--- src/hdl/ckspb_pkg.sv ---
// ----------------------------------------------------------------------------
// ckspb_pkg
// Shared widths, register indexes, setup states and the geometry bundle of
// the color-keyed sprite part blit.
// ----------------------------------------------------------------------------
package ckspb_pkg;

    localparam int POS_W      = 12;   // dest_x, dest_y
    localparam int DIM_W      = 13;   // stride, sheet width and height
    localparam int PART_W     = 8;    // part count and select
    localparam int ADDR_W     = 24;   // source index and frame buffer address
    localparam int PIX_W      = 32;
    localparam int CFG_IDX_W  = 3;
    localparam int CFG_DATA_W = 13;
    localparam int DIV_CNT_W  = 4;    // counts the quotient bits

    typedef enum logic [CFG_IDX_W-1:0] {
        CFG_DEST_X        = 3'd0,
        CFG_DEST_Y        = 3'd1,
        CFG_DEST_STRIDE   = 3'd2,
        CFG_IMAGE_WIDTH   = 3'd3,
        CFG_IMAGE_HEIGHT  = 3'd4,
        CFG_PART_COUNT    = 3'd5,
        CFG_PART_SELECT   = 3'd6,
        CFG_STACKED_BELOW = 3'd7
    } t_cfg_reg;

    typedef enum logic [2:0] {
        GEO_INIT,
        GEO_DIV,
        GEO_MUL1,
        GEO_MUL2,
        GEO_LOAD,
        GEO_READY
    } t_geo_state;

    typedef struct packed {
        logic              ready;
        logic              stacked;
        logic [DIM_W-1:0]  part_w;
        logic [DIM_W-1:0]  part_h;
        logic [DIM_W-1:0]  row_step;
        logic [ADDR_W-1:0] start;
        logic [ADDR_W-1:0] dest_base;
        logic [POS_W-1:0]  dest_x;
        logic [DIM_W-1:0]  dest_stride;
    } t_geo;

endpackage

--- src/hdl/ckspb_geom.sv ---
// ----------------------------------------------------------------------------
// ckspb_geom
// Configuration registers and the setup sequencer that derives the part
// geometry: a bit-serial divide, then the start index and row base products.
// ----------------------------------------------------------------------------
module ckspb_geom #(
    parameter int MAX_DIM = 4096
) (
    input  logic                             i_clk,
    input  logic                             i_rst_n,
    input  logic                             i_cfg_we,
    input  logic [ckspb_pkg::CFG_IDX_W-1:0]  i_cfg_index,
    input  logic [ckspb_pkg::CFG_DATA_W-1:0] i_cfg_data,
    output ckspb_pkg::t_geo                  o_geo
);

    localparam int DIM_W  = ckspb_pkg::DIM_W;
    localparam int POS_W  = ckspb_pkg::POS_W;
    localparam int PART_W = ckspb_pkg::PART_W;
    localparam int ADDR_W = ckspb_pkg::ADDR_W;
    localparam logic [DIM_W-1:0] SAT_DIM = DIM_W'(MAX_DIM);
    localparam logic [ckspb_pkg::DIV_CNT_W-1:0] DIV_LAST = ckspb_pkg::DIV_CNT_W'(DIM_W - 1);

    logic [POS_W-1:0]  r_dest_x, r_dest_y;
    logic [DIM_W-1:0]  r_dest_stride, r_image_width, r_image_height;
    logic [PART_W-1:0] r_part_count, r_part_select;
    logic              r_stacked;

    ckspb_pkg::t_geo_state r_state, n_state;
    logic [ckspb_pkg::DIV_CNT_W-1:0] r_cnt, n_cnt;

    logic [DIM_W-1:0]  r_dvd, n_dvd;
    logic [PART_W-1:0] r_rem, n_rem;
    logic [DIM_W-1:0]  r_part_w, n_part_w, r_part_h, n_part_h;
    logic [ADDR_W-1:0] r_prod, n_prod, r_start, n_start, r_base, n_base;

    logic [DIM_W-1:0]  sat_w, sat_h;
    logic [PART_W-1:0] parts;
    logic [PART_W:0]   trial;
    logic              q_bit;

    // saturated sheet size, zero part count read as one
    assign sat_w = (32'(r_image_width) > MAX_DIM) ? SAT_DIM : r_image_width;
    assign sat_h = (32'(r_image_height) > MAX_DIM) ? SAT_DIM : r_image_height;
    assign parts = (r_part_count == '0) ? PART_W'(1) : r_part_count;

    // one restoring divide step
    assign trial = {r_rem, r_dvd[DIM_W-1]};
    assign q_bit = (trial >= {1'b0, parts});

    always_ff @(posedge i_clk) begin
        if (!i_rst_n) begin
            r_dest_x       <= '0;
            r_dest_y       <= '0;
            r_dest_stride  <= DIM_W'(1);
            r_image_width  <= DIM_W'(1);
            r_image_height <= DIM_W'(1);
            r_part_count   <= PART_W'(1);
            r_part_select  <= '0;
            r_stacked      <= 1'b1;
        end else if (i_cfg_we) begin
            unique case (ckspb_pkg::t_cfg_reg'(i_cfg_index))
                ckspb_pkg::CFG_DEST_X:        r_dest_x       <= i_cfg_data[POS_W-1:0];
                ckspb_pkg::CFG_DEST_Y:        r_dest_y       <= i_cfg_data[POS_W-1:0];
                ckspb_pkg::CFG_DEST_STRIDE:   r_dest_stride  <= i_cfg_data[DIM_W-1:0];
                ckspb_pkg::CFG_IMAGE_WIDTH:   r_image_width  <= i_cfg_data[DIM_W-1:0];
                ckspb_pkg::CFG_IMAGE_HEIGHT:  r_image_height <= i_cfg_data[DIM_W-1:0];
                ckspb_pkg::CFG_PART_COUNT:    r_part_count   <= i_cfg_data[PART_W-1:0];
                ckspb_pkg::CFG_PART_SELECT:   r_part_select  <= i_cfg_data[PART_W-1:0];
                ckspb_pkg::CFG_STACKED_BELOW: r_stacked      <= i_cfg_data[0];
                default: ;
            endcase
        end
    end

    always_ff @(posedge i_clk) begin
        if (!i_rst_n) begin
            r_state <= ckspb_pkg::GEO_INIT;
            r_cnt   <= '0;
        end else begin
            r_state <= n_state;
            r_cnt   <= n_cnt;
        end
    end

    always_ff @(posedge i_clk) begin
        r_dvd    <= n_dvd;
        r_rem    <= n_rem;
        r_part_w <= n_part_w;
        r_part_h <= n_part_h;
        r_prod   <= n_prod;
        r_start  <= n_start;
        r_base   <= n_base;
    end

    always_comb begin
        n_state  = r_state;
        n_cnt    = r_cnt;
        n_dvd    = r_dvd;
        n_rem    = r_rem;
        n_part_w = r_part_w;
        n_part_h = r_part_h;
        n_prod   = r_prod;
        n_start  = r_start;
        n_base   = r_base;
        unique case (r_state)
            ckspb_pkg::GEO_INIT: begin
                n_dvd   = r_stacked ? sat_h : sat_w;
                n_rem   = '0;
                n_cnt   = '0;
                n_state = ckspb_pkg::GEO_DIV;
            end
            ckspb_pkg::GEO_DIV: begin
                // quotient bits shift in where dividend bits leave
                n_rem   = q_bit ? PART_W'(trial - {1'b0, parts}) : trial[PART_W-1:0];
                n_dvd   = {r_dvd[DIM_W-2:0], q_bit};
                n_cnt   = r_cnt + 1'b1;
                if (r_cnt == DIV_LAST) begin
                    n_state = ckspb_pkg::GEO_MUL1;
                end
            end
            ckspb_pkg::GEO_MUL1: begin
                n_part_w = r_stacked ? sat_w : r_dvd;
                n_part_h = r_stacked ? r_dvd : sat_h;
                n_prod   = r_stacked ? ADDR_W'(sat_w * r_dvd) : ADDR_W'(r_dvd);
                n_base   = ADDR_W'(r_dest_y * r_dest_stride);
                n_state  = ckspb_pkg::GEO_MUL2;
            end
            ckspb_pkg::GEO_MUL2: begin
                n_start = ADDR_W'(r_prod * r_part_select);
                n_state = ckspb_pkg::GEO_LOAD;
            end
            ckspb_pkg::GEO_LOAD: begin
                n_state = ckspb_pkg::GEO_READY;
            end
            ckspb_pkg::GEO_READY: begin
                n_state = ckspb_pkg::GEO_READY;
            end
            default: begin
                n_state = ckspb_pkg::GEO_INIT;
            end
        endcase
        // any register write restarts the setup
        if (i_cfg_we) begin
            n_state = ckspb_pkg::GEO_INIT;
        end
    end

    always_comb begin
        o_geo.ready       = (r_state == ckspb_pkg::GEO_READY);
        o_geo.stacked     = r_stacked;
        o_geo.part_w      = r_part_w;
        o_geo.part_h      = r_part_h;
        o_geo.row_step    = sat_w;
        o_geo.start       = r_start;
        o_geo.dest_base   = r_base;
        o_geo.dest_x      = r_dest_x;
        o_geo.dest_stride = r_dest_stride;
    end

    a_write_restarts: assert property (@(posedge i_clk) disable iff (!i_rst_n)
        i_cfg_we |=> (r_state == ckspb_pkg::GEO_INIT))
        else $error("setup did not restart after register write");

    a_div_count: assert property (@(posedge i_clk) disable iff (!i_rst_n)
        (r_state == ckspb_pkg::GEO_DIV) |-> (r_cnt <= DIV_LAST))
        else $error("divide step count out of range");

    a_side_height: assert property (@(posedge i_clk) disable iff (!i_rst_n)
        (o_geo.ready && !r_stacked) |-> (r_part_h == sat_h))
        else $error("side by side part height differs from sheet height");

endmodule

--- src/hdl/ckspb_walk.sv ---
// ----------------------------------------------------------------------------
// ckspb_walk
// Raster walk over the selected part: counters, source cursor and row base,
// with one result register holding each pixel transfer.
// ----------------------------------------------------------------------------
module ckspb_walk #(
    parameter logic [ckspb_pkg::PIX_W-1:0] TRANSPARENT_KEY = 32'h00FF00FF
) (
    input  logic                          i_clk,
    input  logic                          i_rst_n,
    input  ckspb_pkg::t_geo               i_geo,
    input  logic                          i_in_valid,
    output logic                          o_in_stall,
    input  logic [ckspb_pkg::PIX_W-1:0]   i_src_pixel,
    output logic                          o_out_valid,
    input  logic                          i_out_stall,
    output logic [ckspb_pkg::ADDR_W-1:0]  o_src_index,
    output logic [ckspb_pkg::ADDR_W-1:0]  o_dest_address,
    output logic [ckspb_pkg::PIX_W-1:0]   o_out_pixel,
    output logic                          o_write_enable,
    output logic                          o_last_pixel
);

    localparam int DIM_W  = ckspb_pkg::DIM_W;
    localparam int ADDR_W = ckspb_pkg::ADDR_W;
    localparam int PIX_W  = ckspb_pkg::PIX_W;

    logic [DIM_W-1:0]  r_col, n_col, r_row, n_row;
    logic [ADDR_W-1:0] r_cursor, n_cursor, r_row_start, n_row_start;
    logic [ADDR_W-1:0] r_row_base, n_row_base;

    logic              r_out_valid, n_out_valid;
    logic [ADDR_W-1:0] r_src_index, n_src_index, r_dest_addr, n_dest_addr;
    logic [PIX_W-1:0]  r_pixel, n_pixel;
    logic              r_we, n_we, r_last, n_last;

    logic acc, empty, fire, col_last, row_last, last;

    assign o_in_stall = !i_geo.ready || (r_out_valid && i_out_stall);
    assign acc        = i_in_valid && !o_in_stall;
    // an empty part swallows the transfer and gives nothing
    assign empty      = (i_geo.part_w == '0) || (i_geo.part_h == '0);
    assign fire       = acc && !empty;
    assign col_last   = (r_col == i_geo.part_w - 1'b1);
    assign row_last   = (r_row == i_geo.part_h - 1'b1);
    assign last       = col_last && row_last;

    always_ff @(posedge i_clk) begin
        if (!i_rst_n) begin
            r_out_valid <= 1'b0;
        end else begin
            r_out_valid <= n_out_valid;
        end
    end

    always_ff @(posedge i_clk) begin
        r_col       <= n_col;
        r_row       <= n_row;
        r_cursor    <= n_cursor;
        r_row_start <= n_row_start;
        r_row_base  <= n_row_base;
        r_src_index <= n_src_index;
        r_dest_addr <= n_dest_addr;
        r_pixel     <= n_pixel;
        r_we        <= n_we;
        r_last      <= n_last;
    end

    always_comb begin
        n_col       = r_col;
        n_row       = r_row;
        n_cursor    = r_cursor;
        n_row_start = r_row_start;
        n_row_base  = r_row_base;
        priority if (!i_geo.ready || (fire && last)) begin
            // first pixel of the part
            n_col       = '0;
            n_row       = '0;
            n_cursor    = i_geo.start;
            n_row_start = i_geo.start;
            n_row_base  = i_geo.dest_base;
        end else if (fire && col_last) begin
            n_col      = '0;
            n_row      = r_row + 1'b1;
            n_row_base = r_row_base + ADDR_W'(i_geo.dest_stride);
            if (i_geo.stacked) begin
                n_row_start = r_cursor + 1'b1;
                n_cursor    = r_cursor + 1'b1;
            end else begin
                n_row_start = r_row_start + ADDR_W'(i_geo.row_step);
                n_cursor    = r_row_start + ADDR_W'(i_geo.row_step);
            end
        end else if (fire) begin
            n_col    = r_col + 1'b1;
            n_cursor = r_cursor + 1'b1;
        end else begin
        end
    end

    always_comb begin
        n_src_index = r_src_index;
        n_dest_addr = r_dest_addr;
        n_pixel     = r_pixel;
        n_we        = r_we;
        n_last      = r_last;
        n_out_valid = r_out_valid && i_out_stall;
        if (fire) begin
            n_out_valid = 1'b1;
            n_src_index = r_cursor;
            n_dest_addr = r_row_base + ADDR_W'(i_geo.dest_x) + ADDR_W'(r_col);
            n_pixel     = i_src_pixel;
            n_we        = (i_src_pixel != TRANSPARENT_KEY);
            n_last      = last;
        end
    end

    assign o_out_valid    = r_out_valid;
    assign o_src_index    = r_src_index;
    assign o_dest_address = r_dest_addr;
    assign o_out_pixel    = r_pixel;
    assign o_write_enable = r_we;
    assign o_last_pixel   = r_last;

    a_walk_in_range: assert property (@(posedge i_clk) disable iff (!i_rst_n)
        (i_geo.ready && !empty) |-> (r_col < i_geo.part_w && r_row < i_geo.part_h))
        else $error("walk position outside the part");

    a_wrap_after_last: assert property (@(posedge i_clk) disable iff (!i_rst_n)
        (fire && last) |=> (r_col == '0 && r_row == '0 && r_cursor == i_geo.start))
        else $error("walk did not restart after the last pixel");

    a_ready_at_start: assert property (@(posedge i_clk) disable iff (!i_rst_n)
        $rose(i_geo.ready) |-> (r_col == '0 && r_row == '0
                                && r_row_base == i_geo.dest_base))
        else $error("walk not at the first pixel when setup finished");

endmodule

--- src/hdl/color_keyed_sprite_part_blit.sv ---
// A pixel transfer shows up on the result port in the cycle after it is taken.
// Throughput: one pixel per cycle; a stalled result register holds off the input.
// After reset and after every register write the geometry setup (load, 13 divide
// steps in a shared restoring divider, two multiply steps, load) runs with o_in_stall
// high throughout; the walk then restarts at the part's first pixel.
// Reset is synchronous and active low and restores the register defaults.
// ----------------------------------------------------------------------------
// color_keyed_sprite_part_blit
// Copies one part of a sprite sheet into a frame buffer, giving source index,
// destination address and a color-keyed write enable for every pixel.
// ----------------------------------------------------------------------------
module color_keyed_sprite_part_blit #(
    parameter logic [31:0] TRANSPARENT_KEY = 32'd16711935,
    parameter int          MAX_DIM         = 4096
) (
    input  logic                             i_clk,
    input  logic                             i_rst_n,
    input  logic                             i_cfg_we,
    input  logic [ckspb_pkg::CFG_IDX_W-1:0]  i_cfg_index,
    input  logic [ckspb_pkg::CFG_DATA_W-1:0] i_cfg_data,
    input  logic                             i_in_valid,
    output logic                             o_in_stall,
    input  logic [ckspb_pkg::PIX_W-1:0]      i_src_pixel,
    output logic                             o_out_valid,
    input  logic                             i_out_stall,
    output logic [ckspb_pkg::ADDR_W-1:0]     o_src_index,
    output logic [ckspb_pkg::ADDR_W-1:0]     o_dest_address,
    output logic [ckspb_pkg::PIX_W-1:0]      o_out_pixel,
    output logic                             o_write_enable,
    output logic                             o_last_pixel
);

    ckspb_pkg::t_geo geo;

    ckspb_geom #(
        .MAX_DIM (MAX_DIM)
    ) u_geom (
        .i_clk       (i_clk),
        .i_rst_n     (i_rst_n),
        .i_cfg_we    (i_cfg_we),
        .i_cfg_index (i_cfg_index),
        .i_cfg_data  (i_cfg_data),
        .o_geo       (geo)
    );

    ckspb_walk #(
        .TRANSPARENT_KEY (TRANSPARENT_KEY)
    ) u_walk (
        .i_clk          (i_clk),
        .i_rst_n        (i_rst_n),
        .i_geo          (geo),
        .i_in_valid     (i_in_valid),
        .o_in_stall     (o_in_stall),
        .i_src_pixel    (i_src_pixel),
        .o_out_valid    (o_out_valid),
        .i_out_stall    (i_out_stall),
        .o_src_index    (o_src_index),
        .o_dest_address (o_dest_address),
        .o_out_pixel    (o_out_pixel),
        .o_write_enable (o_write_enable),
        .o_last_pixel   (o_last_pixel)
    );

endmodule

--- config.mk ---
export PLATFORM = sky130hd
export DESIGN_NAME = color_keyed_sprite_part_blit
export DESIGN_NICKNAME = d
export VERILOG_FILES = /design/src/hdl/ckspb_pkg.sv /design/src/hdl/ckspb_geom.sv /design/src/hdl/ckspb_walk.sv /design/src/hdl/color_keyed_sprite_part_blit.sv
export SDC_FILE = /design/constraint.sdc
export NUM_CORES = 2
export LEC_CHECK = 0
export BUFFER_PORTS_ARGS = -buffer_cell sky130_fd_sc_hd__buf_2
export CAP_MARGIN = 20
export CORE_MARGIN = 1
export CORE_UTILIZATION = 40
export DETAILED_ROUTE_END_ITERATION = 16
export PLACE_DENSITY_LB_ADDON = 0.2
export SLEW_MARGIN = 20
export SYNTH_ARGS = -nofsm -noshare
export SYNTH_HDL_FRONTEND = slang
export SYNTH_SLANG_ARGS = --single-unit
export TNS_END_PERCENT = 20
--- constraint.sdc ---
create_clock -name i_clk -period 10.3 [get_ports i_clk]
set_clock_uncertainty 0.15 [all_clocks]
set_input_delay 1.545 -clock i_clk [delete_from_list [all_inputs] [get_ports i_clk]]
set_output_delay 1.545 -clock i_clk [all_outputs]
set_load 0.02 [all_outputs]
==> reports/qor.csv <==
metric;value;unit
path_buf_inv;5;
path_delay_family;adder cells;
yosys.area_share.adder;28.90;%
worstHoldPathType;reg -> reg;
cp_max_fo;28;
slew_headroom;33.10;%
finalMaxSlewViolations;0;
switching_share;26.09;%
grt_pass1_vias;24000;
comb_power_share;11.4;%
power_density;102.2;mW/mm^2
antenna_found_initial;6;
grt_util_all_layers;20.02;%
synth_top_family_by_area;adder cells;
grt_setup_unrepaired;no;
cp_data_arrival_time;7.61;ns
grt_overflow_total;0;
cts_root_buf;clkbuf_16;
dp_cells;4579;
start_util;40.60;%
timing_hold_violations_final;0;
seq_area;0.01048;mm^2
grt_pass1_wl;134.5;mm
crit_top_cell;fa_1;
worst_hold_path.endpoint;u_walk.o_src_index[22];
reg2reg_to;u_geom.r_prod[23];
cp.required;10.59;ns
fmax;136.6;MHz
ys_seq_elements;387;
synth_edf_count;273;
die_w;291.4;um
cts_hold_buffers;0;
wl_per_cell;18.04;um
critPathCaptureType;flip-flop;
yosys_warnings;0;
status;finished, final reports clean;
drc_errors;0;
core_area;0.08250;mm^2
clock_power_share;42.3;%
synthMuxAreaShare;1.195;%
clk_pin_slew;0.06;ns
cts_resized;0;
internal_power;2.771;mW
critPathSlowestCell;dfxtp_1;
async_flop_share;0;%
power.switching;0.9782;mW
syn_area_per_cell;9.621;um^2
tns;0;ns
place_ws;3.046;ns
totalWireLength;84.11;mm
final_antenna_net_count;0;
first_pass_iters;5;
synth_cell_type_count;77;
insertion_delay;0.59;ns
drt_iter0_drc;1455;
fp.dieArea;0.08491;mm^2
layout-drive-gt1-share;8.410;%
dp_hpwl;63.34;mm
grt_max_degree;91;
viasPerCell;5.169;
synth_xor_area_share;5.386;%
fin_crit;7.321;ns
synth_compound_area_share;9.009;%
cp-start-kind;flip-flop;
nFillCells;8003;
p_leak;15.43;nW
post_cts_buffers;0;
hold_depth;0;
multi_input_area;0.02089;mm^2
ir_worst_vdd;103.6;uV
synthSimpleGateAreaFrac;17.77;%
netlist_area;0.03350;mm^2
clk_path_buf_depth;3;
cap_violations;0;
numCtsBuffers;46;
reg2reg_from;u_geom.r_image_width[12];
r2r_cells;22;
die_h;291.4;um
hold_start;u_walk.r_cursor[22];
synth_fp_nets;4097;
worst-setup-path-type;reg -> reg;
setup_slack;2.979;ns
ys_top_cells_by_area;edfxtp_1 24%, fa_1 21%, ha_1 7.8%;
nNetsFinal;4172;
synth_top_area_share;24.47;%
ioPinCount;137;
worst_pin_slew;0.9999;ns
synth_area_leader_cell;edfxtp_1;
critical_path.cell_chain;nor2b_1, buf_4, and2_1, fa_1, inv_1, fa_1, inv_1, fa_1, fa_1, inv_1, fa_1, inv_1, ha_1, or3_1, a21oi_1, o31ai_1, o41ai_1, o41ai_1, a2111oi_0, nor2_1, or3_1, a21oi_1;
timing.reg2reg.setup_slack;2.98;ns
io_buffers;136;
instances_no_fill;4662;
netlist_instances;3482;
setup_viol;0;
synth_ff_type;edfxtp_1;
slowest_delay;0.90;ns
seqPwrFrac;46.2;%
placement_rows;105;
cts_tree;yes;
syn_to_final_growth;9.520;%
finalCritPeriodShare;71.07;%
cts_num_sinks;387;
h-tree-depth;2;
yosysSeqAreaShare;31.28;%
vias;24100;
gp_congestion;0.8327;
-- worst max path at each step --
stage / start / to / slack, ns / cells past startpoint
after floorplan: i_out_stall / u_walk.r_row_base[0] / 3.59 / 9
after global placement: u_geom.r_image_width[12] / u_geom.r_prod[23] / 3.09 / 22
after detailed placement: u_geom.r_image_width[12] / u_geom.r_prod[23] / 3.05 / 22
after CTS: u_geom.r_image_width[12] / u_geom.r_prod[23] / 3.00 / 22
after global routing: u_geom.r_image_width[12] / u_geom.r_prod[23] / 2.37 / 22
final: u_geom.r_image_width[12] / u_geom.r_prod[23] / 2.98 / 22
-- metrics by stage --
| stage | area (um^2) | power [mW] | hold slack [ns] | utilization, % |
|---|---|---|---|---|
| after floorplan | 33500 | 2.061 | 0.2764 | - |
| after global placement | 35210 | 2.186 | 0.2839 | 42.67 |
| after detailed placement | 35220 | 2.189 | 0.2885 | 42.69 |
| after CTS | 36680 | 3.791 | 0.3026 | 44.45 |
| after global routing | 36690 | 3.908 | 0.3186 | 44.47 |
| final | 36690 | 3.749 | 0.2987 | 44.47 |
-- power groups by stage --
stage          Combinational, mW  Sequential, mW  Clock [mW]
2_1_floorplan              0.330            1.73           0
3_3_place_gp               0.421            1.76           0
3_5_place_dp               0.423            1.77           0
4_1_cts                    0.427            1.73        1.63
5_1_grt                    0.484            1.74        1.69
6_report                   0.429            1.73        1.59
-- cells in the mapped netlist, drive strengths merged, types with 26 or more instances --
| cell | number |
|---|---|
| inv | 421 |
| nand3 | 47 |
| nor2 | 162 |
| nand4 | 28 |
| fa | 353 |
| clkbuf | 125 |
| edfxtp | 273 |
| xnor2 | 120 |
| nor2b | 40 |
| a21boi | 88 |
| a21o | 26 |
| a21oi | 98 |
| and2 | 215 |
| ha | 209 |
| o21ai | 122 |
| nand2 | 608 |
| xor2 | 86 |
| nand2b | 40 |
| dfxtp | 114 |
| nor3 | 39 |
-- worst register-to-register path: stages, from the launching register on --
cell	delay (ns)
dfxtp_1	0.90
nor2b_1	0.10
buf_4	0.24
and2_1	0.19
fa_1	0.53
inv_1	0.05
fa_1	0.47
inv_1	0.05
fa_1	0.49
fa_1	0.55
inv_1	0.05
fa_1	0.47
inv_1	0.04
ha_1	0.22
or3_1	0.35
a21oi_1	0.20
o31ai_1	0.16
o41ai_1	0.68
o41ai_1	0.24
a2111oi_0	0.49
nor2_1	0.09
or3_1	0.35
a21oi_1	0.12
-- flip-flops by register name, indices dropped and copies added, names as in the netlist, 12 cells and up --
signal,count
u_geom.r_image_width,13
u_walk.r_col,13
u_walk.o_src_index,24
u_geom.r_start,24
u_geom.r_base,24
u_geom.r_dvd,13
u_walk.r_row,13
u_walk.r_row_base,24
u_walk.o_out_pixel,32
u_geom.r_dest_x,12
u_geom.r_dest_stride,13
u_geom.r_part_h,13
u_geom.r_dest_y,12
u_geom.r_part_w,13
u_walk.o_dest_address,24
u_walk.r_cursor,24
u_geom.r_prod,24
u_geom.r_image_height,13
u_walk.r_row_start,24
-- cells by family (layout without fill, tap and decap cells) --
logic type,count (synthesis),in the layout
simple gates,1261,1261
buf+inv,563,672
fa+ha+maj,562,562
compound gates,466,466
flops,387,387
xor+xnor,206,206
mux,37,37
other cells,0,1
-- metal layers --
metal  global-route usage, %  vias to the layer above  share of wire, %
li1                        -                    11500                 -
met1                   27.72                    11950                46
met2                   32.34                      533                46
met3                   3.596                      104               5.5
met4                   4.955                       12               2.3
met5                       0                        -              0.10
-- area by class of cell --
| cell class | instances | area share [%] |
|---|---|---|
| antenna | 1 | 0.006821 |
| clock inverter | 24 | 0.5081 |
| tap | 1070 | 3.649 |
| inverter | 421 | 4.307 |
| sequential | 387 | 28.57 |
| timing repair buffer | 169 | 2.561 |
| clock buffer | 58 | 3.455 |
| multi-input combinational | 2532 | 56.94 |
-- cells in the final DEF, fill, tap and decap left out, types with 98 or more instances in the layout --
cell,n
inv_1,421
a21oi_1,98
edfxtp_1,273
xnor2_1,120
dfxtp_1,113
and2_1,215
fa_1,353
o21ai_0,117
buf_2,136
ha_1,209
nand2_1,607
nor2_1,159
(Power assumes the default switching activity.)
